## config.mk

```make
export PLATFORM = sky130hd
export DESIGN_NAME = action_color_table_pwm_top
export DESIGN_NICKNAME = d
export VERILOG_FILES = /design/src/hw/rtl/actpwm_pkg.sv /design/src/hw/rtl/actpwm_table.sv /design/src/hw/rtl/action_color_table_pwm_top.sv
export SDC_FILE = /design/constraint.sdc
export NUM_CORES = 2
export LEC_CHECK = 0
export ABC_CLOCK_PERIOD_IN_PS = 5800
export BUFFER_PORTS_ARGS = -buffer_cell sky130_fd_sc_hd__buf_4
export CAP_MARGIN = 25
export CORE_MARGIN = 1.5
export CORE_UTILIZATION = 30
export DETAILED_ROUTE_END_ITERATION = 10
export SLEW_MARGIN = 20
export SYNTH_ARGS = -nofsm -noshare
export SYNTH_HDL_FRONTEND = slang
export SYNTH_SLANG_ARGS = --single-unit
```

## constraint.sdc

```tcl
create_clock -name i_clk -period 5.8 [get_ports i_clk]
set_clock_uncertainty 0.05 [all_clocks]
set_input_delay 1.16 -clock i_clk [delete_from_list [all_inputs] [get_ports i_clk]]
set_output_delay 1.16 -clock i_clk [all_outputs]
set_load 0.05 [all_outputs]
```

## src/hw/rtl/actpwm_pkg.sv

```systemverilog
// Package for the action color table PWM block.
// Holds the transfer structs, state encoding, op and status codes, duty helper.
// No dependencies.
package actpwm_pkg;

    localparam logic [1:0] OP_ADD    = 2'd0;
    localparam logic [1:0] OP_REMOVE = 2'd1;
    localparam logic [1:0] OP_TAKE   = 2'd2;

    localparam logic [2:0] ST_DONE      = 3'd0;
    localparam logic [2:0] ST_BAD_COUNT = 3'd1;
    localparam logic [2:0] ST_FULL      = 3'd2;
    localparam logic [2:0] ST_DUPLICATE = 3'd3;
    localparam logic [2:0] ST_NOT_FOUND = 3'd4;

    localparam logic [7:0] COLOR_PARAMS = 8'd3;

    typedef struct packed {
        logic [1:0]  op;
        logic [31:0] req_id;
        logic [7:0]  param_count;
        logic [7:0]  red;
        logic [7:0]  green;
        logic [7:0]  blue;
    } t_item;

    typedef struct packed {
        logic [2:0]  status;
        logic [11:0] duty_red;
        logic [11:0] duty_green;
        logic [11:0] duty_blue;
        logic        duty_changed;
    } t_result;

    typedef struct packed {
        logic [31:0] id;
        logic [23:0] color;
    } t_entry;

    typedef enum logic [2:0] {
        S_IDLE,
        S_CHECK,
        S_SEARCH,
        S_MOVE_RD,
        S_MOVE_WR
    } t_state;

    // 4095 - 16*c == 16*(255-c) + 15, i.e. inverted component with low nibble set
    function automatic logic [11:0] duty_of(input logic [7:0] comp);
        return {~comp, 4'hF};
    endfunction

endpackage

```

## src/hw/rtl/actpwm_table.sv

```systemverilog
// Entry table: action ids with their RGB colors.
// One write port, one read port with registered data. Uses actpwm_pkg.
module actpwm_table import actpwm_pkg::*; #(
    parameter int DEPTH = 64
) (
    input  logic                     i_clk,
    input  logic                     i_we,
    input  logic [$clog2(DEPTH)-1:0] i_waddr,
    input  t_entry                   i_wdata,
    input  logic                     i_re,
    input  logic [$clog2(DEPTH)-1:0] i_raddr,
    output t_entry                   o_rdata
);

    t_entry r_mem [DEPTH];
    t_entry r_rdata;

    always_ff @(posedge i_clk) begin
        if (i_we) begin
            r_mem[i_waddr] <= i_wdata;
        end
    end

    always_ff @(posedge i_clk) begin
        if (i_re) begin
            r_rdata <= r_mem[i_raddr];
        end
    end

    assign o_rdata = r_rdata;

endmodule

```

## src/hw/rtl/action_color_table_pwm_top.sv

```systemverilog
// Action color table with three inverted 12-bit PWM duties.
// An unused op, bad count or full table ends in S_CHECK; other ops search the table in
//   S_SEARCH, and a remove that hits then moves the last entry in via S_MOVE_RD, S_MOVE_WR.
// Throughput: one item at a time; busy covers the whole search, paced by the table read port, and any move.
// Sync reset clears entry count, current color (black, duties 4095) and the sequencer;
//   table contents are not cleared. Results are not stalled: o_done strobes for one cycle.
module action_color_table_pwm_top import actpwm_pkg::*; #(
    parameter int TABLE_DEPTH = 64
) (
    input  logic    i_clk,
    input  logic    i_rst_n,
    input  logic    start,
    output logic    busy,
    input  t_item   i_item,
    output logic    o_done,
    output t_result o_result
);

    localparam int AW = $clog2(TABLE_DEPTH);
    localparam int CW = $clog2(TABLE_DEPTH + 1);

    // Sequencer state and latched item
    t_state        r_state, n_state;
    t_item         r_item, n_item;

    // Table bookkeeping
    logic [CW-1:0] r_count, n_count;
    logic [23:0]   r_cur, n_cur;

    // Search pointers: r_addr is the next slot to read, r_cmp the slot whose data
    // arrives this cycle when r_pend is set.
    logic [CW-1:0] r_addr, n_addr;
    logic [AW-1:0] r_cmp, n_cmp;
    logic          r_pend, n_pend;
    logic [AW-1:0] r_slot, n_slot;

    // Result register
    logic          r_done, n_done;
    t_result       r_result, n_result;

    // Table port
    logic          tbl_we, tbl_re;
    logic [AW-1:0] tbl_waddr, tbl_raddr;
    t_entry        tbl_wdata, tbl_rdata;

    logic          hit, more, check_fin, fin;
    logic [2:0]    n_status;
    logic          n_changed;

    actpwm_table #(
        .DEPTH (TABLE_DEPTH)
    ) u_table (
        .i_clk   (i_clk),
        .i_we    (tbl_we),
        .i_waddr (tbl_waddr),
        .i_wdata (tbl_wdata),
        .i_re    (tbl_re),
        .i_raddr (tbl_raddr),
        .o_rdata (tbl_rdata)
    );

    // Shared compare unit: one stored id against the requested id per cycle
    assign hit  = r_pend && (tbl_rdata.id == r_item.req_id);
    assign more = r_addr < r_count;

    assign check_fin = !(r_item.op == OP_ADD || r_item.op == OP_REMOVE ||
                         r_item.op == OP_TAKE) ||
                       (r_item.op == OP_ADD && (r_item.param_count != COLOR_PARAMS ||
                                                r_count >= CW'(TABLE_DEPTH)));

    // Next state
    always_comb begin
        n_state = r_state;
        case (r_state)
            S_IDLE: begin
                if (start) begin
                    n_state = S_CHECK;
                end
            end
            S_CHECK: begin
                n_state = check_fin ? S_IDLE : S_SEARCH;
            end
            S_SEARCH: begin
                if (hit && r_item.op == OP_REMOVE) begin
                    n_state = S_MOVE_RD;
                end else if (hit || !more) begin
                    n_state = S_IDLE;
                end
            end
            S_MOVE_RD: n_state = S_MOVE_WR;
            S_MOVE_WR: n_state = S_IDLE;
            default:   n_state = S_IDLE;
        endcase
    end

    // Datapath and outputs
    always_comb begin
        n_item    = r_item;
        n_count   = r_count;
        n_cur     = r_cur;
        n_addr    = r_addr;
        n_cmp     = r_cmp;
        n_pend    = 1'b0;
        n_slot    = r_slot;
        fin       = 1'b0;
        n_status  = ST_DONE;
        n_changed = 1'b0;
        tbl_we    = 1'b0;
        tbl_waddr = '0;
        tbl_wdata = '0;
        tbl_re    = 1'b0;
        tbl_raddr = '0;
        case (r_state)
            S_IDLE: begin
                if (start) begin
                    n_item = i_item;
                end
            end
            S_CHECK: begin
                n_addr = '0;
                if (check_fin) begin
                    fin = 1'b1;
                    if (r_item.op == OP_ADD) begin
                        n_status = (r_item.param_count != COLOR_PARAMS) ? ST_BAD_COUNT
                                                                        : ST_FULL;
                    end
                end
            end
            S_SEARCH: begin
                if (hit) begin
                    case (r_item.op)
                        OP_ADD: begin
                            fin      = 1'b1;
                            n_status = ST_DUPLICATE;
                        end
                        OP_REMOVE: begin
                            n_count = r_count - CW'(1);
                            n_slot  = r_cmp;
                        end
                        OP_TAKE: begin
                            fin = 1'b1;
                            if (tbl_rdata.color != r_cur) begin
                                n_cur     = tbl_rdata.color;
                                n_changed = 1'b1;
                            end
                        end
                        default: fin = 1'b1;
                    endcase
                end else if (more) begin
                    tbl_re    = 1'b1;
                    tbl_raddr = r_addr[AW-1:0];
                    n_cmp     = r_addr[AW-1:0];
                    n_pend    = 1'b1;
                    n_addr    = r_addr + CW'(1);
                end else begin
                    fin = 1'b1;
                    if (r_item.op == OP_ADD) begin
                        tbl_we    = 1'b1;
                        tbl_waddr = r_count[AW-1:0];
                        tbl_wdata = '{id: r_item.req_id,
                                      color: {r_item.red, r_item.green, r_item.blue}};
                        n_count   = r_count + CW'(1);
                    end else begin
                        n_status = ST_NOT_FOUND;
                    end
                end
            end
            S_MOVE_RD: begin
                // count already decremented: it now points at the last entry
                tbl_re    = 1'b1;
                tbl_raddr = r_count[AW-1:0];
            end
            S_MOVE_WR: begin
                tbl_we    = 1'b1;
                tbl_waddr = r_slot;
                tbl_wdata = tbl_rdata;
                fin       = 1'b1;
            end
            default: begin
                fin = 1'b0;
            end
        endcase

        n_done   = fin;
        n_result = r_result;
        if (fin) begin
            n_result = '{status:       n_status,
                         duty_red:     duty_of(n_cur[23:16]),
                         duty_green:   duty_of(n_cur[15:8]),
                         duty_blue:    duty_of(n_cur[7:0]),
                         duty_changed: n_changed};
        end
    end

    always_ff @(posedge i_clk) begin
        if (!i_rst_n) begin
            r_state <= S_IDLE;
            r_count <= '0;
            r_cur   <= '0;
            r_pend  <= 1'b0;
            r_done  <= 1'b0;
        end else begin
            r_state <= n_state;
            r_count <= n_count;
            r_cur   <= n_cur;
            r_pend  <= n_pend;
            r_done  <= n_done;
        end
    end

    always_ff @(posedge i_clk) begin
        r_item   <= n_item;
        r_addr   <= n_addr;
        r_cmp    <= n_cmp;
        r_slot   <= n_slot;
        r_result <= n_result;
    end

    assign busy     = (r_state != S_IDLE);
    assign o_done   = r_done;
    assign o_result = r_result;

    // Entry count stays within the table
    a_count_range: assert property (@(posedge i_clk) disable iff (!i_rst_n)
        r_count <= CW'(TABLE_DEPTH))
        else $error("entry count beyond table depth");

    // Count moves by at most one per cycle
    a_count_step: assert property (@(posedge i_clk) disable iff (!i_rst_n)
        (r_count == $past(r_count)) || (r_count == $past(r_count) + CW'(1)) ||
        (r_count == $past(r_count) - CW'(1)))
        else $error("entry count jumped");

    // Color only changes on a take
    a_changed_take: assert property (@(posedge i_clk) disable iff (!i_rst_n)
        (o_done && o_result.duty_changed) |-> (r_item.op == OP_TAKE))
        else $error("duty change outside take");

    // Accepted transfer makes the block busy
    a_busy_after_start: assert property (@(posedge i_clk) disable iff (!i_rst_n)
        (start && !busy) |=> busy)
        else $error("not busy after accept");

    // A result is never produced while idle without a pending item
    a_done_source: assert property (@(posedge i_clk) disable iff (!i_rst_n)
        o_done |-> ($past(r_state) != S_IDLE))
        else $error("result strobe without item");

endmodule

```

==> results.cfg <==
[pwr]
power.density_nw_per_um2 = 309
ir_drop_v = 0.000257
p_leak_nw = 63.5

[clocking]
cts_tree = built
root_buffer = clkbuf_16
post_cts.repair.setup_buffers = 0
clock_sinks = 3789
numCtsBuffers = 388
clkTransAtPathRegs_ns = 0.06
cts_max_level = 5
postCtsHoldBufs = 0
clock_latency_ns = 1.01
cts_buffer_depth = 4
cts.repair.resized = 0

[critical_path]
ff2ff_path_depth = 12
endpoint_kind = flop
max_stage_delay_ns = 0.71
startpoint_type = flop
critPathKind = reg -> reg
critPathArrivalTime_ns = 5.85
crit_required_ns = 6.48
crit_chain = ha_1, a21o_1, a31oi_1, o21ai_2, buf_4, o32ai_2, a31o_4, and2_4, buf_4, a32oi_1, a32oi_1, nand4_1
crit_path_max_fanout = 28
slowest_stage = and2_4

[floorplan]
num_rows = 263
die_h_um = 720
fp.coreArea_um2 = 513000
die_area_um2 = 519000
start_util_pct = 30.1
die-width_um = 720
io_pins = 111

[drt]
wl_per_cell_um = 32.2
drt_iter0_markers = 16964
via_per_inst = 6.04
drc = 0
vias = 103864
ant_nets = 0
dr.pass1.iters = 8
drt-total-wl_um = 553000

[placement]
numPortBuffers = 98
post-dp-hpwl_um = 286000
place_area_um2 = 166000
gp_congestion = 0.860
dpl.cell_count = 16462
detailedPlace.worstSlack_ns = 0.817

[worst_hold_path]
hp-class = in -> reg
holdPathStages = 1

[timing]
max_slew_margin_pct = 19.6
finalCriticalPeriod_ns = 5.17
setup_viol = 0
finalCritPeriodShare_pct = 89.1
worst_hold_slack_ns = 0.288
rsz0062_at_grt = false
drv_slew = 0
worst_slew_pin_slew_ns = 1.21
fmax_mhz = 194
timing.final.ws_setup_ns = 0.633
fin_setup_tns_ns = 0
final_hold_viol_count = 0

[cells_and_area]
area_growth_pct = 15.9
drive_gt1_share_pct = 13.4
final_nets = 10182
fin_cells = 17184
mostFrequentLayoutCells = edfxtp_1 (3,753), nand2_1 (1,155), nand4_1 (959), a211oi_1 (722), o31ai_1 (664)
layout_commonest_cell = edfxtp_1
final_area_um2 = 179000
fillers = 48424

[global_routing]
grt_pass1_vias = 97773
track_usage_pct = 20.3
grt_pass1_wl_um = 768000
overflow = 0
antenna_found_initial = 29
grt_max_degree = 160

[synthesis]
ys_seq_elements = 3789
synth_async_sr_flop_share_pct = 0
yosysSeqAreaShare_pct = 73.5
yosys-top-cells-area = edfxtp_1 (73%), nand4_1 (3.9%), a211oi_1 (3.5%)
avgSynthCellArea_um2 = 15.2
ys_warn_count = 0
ys_types = 71
syn_inst = 10148
synth_top_area_cell = edfxtp_1
synth_edf_count = 3753
yosysTopAreaCellShare_pct = 73.0
ys.flop_type = edfxtp_1
syn_area_um2 = 154000

[outcome]
status = finished clean

[run]
max-cap-violations = 0
[worst max-delay path: cells and delay by family (launching register included)]
family	cells	cell delay [ns]
compound gates	7	2.23
flops	1	0.67
buf+inv	2	0.70
simple gates	2	0.86
fa+ha+maj	1	0.34
[Yosys cell counts, drive strengths merged, types with 120 or more instances]
master / n
a211oi: 722
a31oi: 224
a32oi: 281
buf: 332
clkbuf: 712
edfxtp: 3753
mux2i: 250
nand2: 1161
nand4: 959
nor4: 120
o31a: 124
o31ai: 666
[report_power, final]
group          switching [mW]  internal (mW)  leakage, nW  total [mW]
Sequential             0.0624           29.8         41.9        29.8
Clock                    10.9           13.8         6.04        24.7
Combinational           0.570          0.184         15.5       0.754
Total                    11.5           43.8         63.5        55.3
[flip-flops by register name, indices dropped and copies added, names as in the netlist, 3 cells and up]
signal	cells
o_result	28
r_addr	7
r_cmp	6
r_count	7
r_cur	24
r_item	66
r_slot	6
r_state	3
u_table.o_rdata	56
u_table.r_mem	3584
[path summary, 6_finish.rpt]
kind         slack [ns]                    start                            to
max reg2reg        0.63  r_addr[2]$_SDFFCE_PN0P_  u_table.o_rdata[2]$_DFFE_PP_
min reg2reg        0.37       r_cmp[3]$_DFFE_PP_           r_slot[3]$_DFFE_PP_
max                0.63  r_addr[2]$_SDFFCE_PN0P_  u_table.o_rdata[2]$_DFFE_PP_
min                0.29               i_item[44]          r_item[44]$_DFFE_PP_
[logic make-up after synthesis]
logic type                 after synthesis  synth area share, %
muxes                                  362                 3.25
other                                    1              0.00243
and+or+nand+nor                       2483                 8.10
DFF                                   3789                 73.5
xor gates and xnor gates                66                0.374
buffers and inverters                 1061                 2.78
adders and majority gates               13                0.110
AOI/OAI and AO/OA                     2373                 11.9
[stage by stage]
step	power [mW]	util (%)
after global routing	56.4	34.9
final	55.3	34.9
after global placement	31.1	32.4
after floorplan	30.7	-
after CTS	55.4	34.9
after detailed placement	31.1	32.5
[layer usage]
layer / share of wire (%) / GRT usage [%] / wire, µm / vias to the layer above
li1: - / - / - / 41780
met1: 39 / 28.2 / 216000 / 53620
met5: 0.012 / 0 / 69 / -
met4: 4.8 / 9.00 / 26800 / 12
met2: 44 / 30.5 / 244000 / 7198
met3: 12 / 4.65 / 66400 / 1254
[area by class of cell]
cell class | instances | area [µm²] | share of cell area [%]
Sequential cell | 3789 | 113000 | 63.4
Clock buffer | 482 | 10100 | 5.67
Timing Repair Buffer | 595 | 7040 | 3.93
Tap cell | 6757 | 8450 | 4.72
Clock inverter | 231 | 2220 | 1.24
Multi-Input combinational cell | 5309 | 37700 | 21.0
Antenna cell | 4 | 10.0 | 0.00559
Inverter | 17 | 63.8 | 0.0356
(Power assumes the default switching activity.)
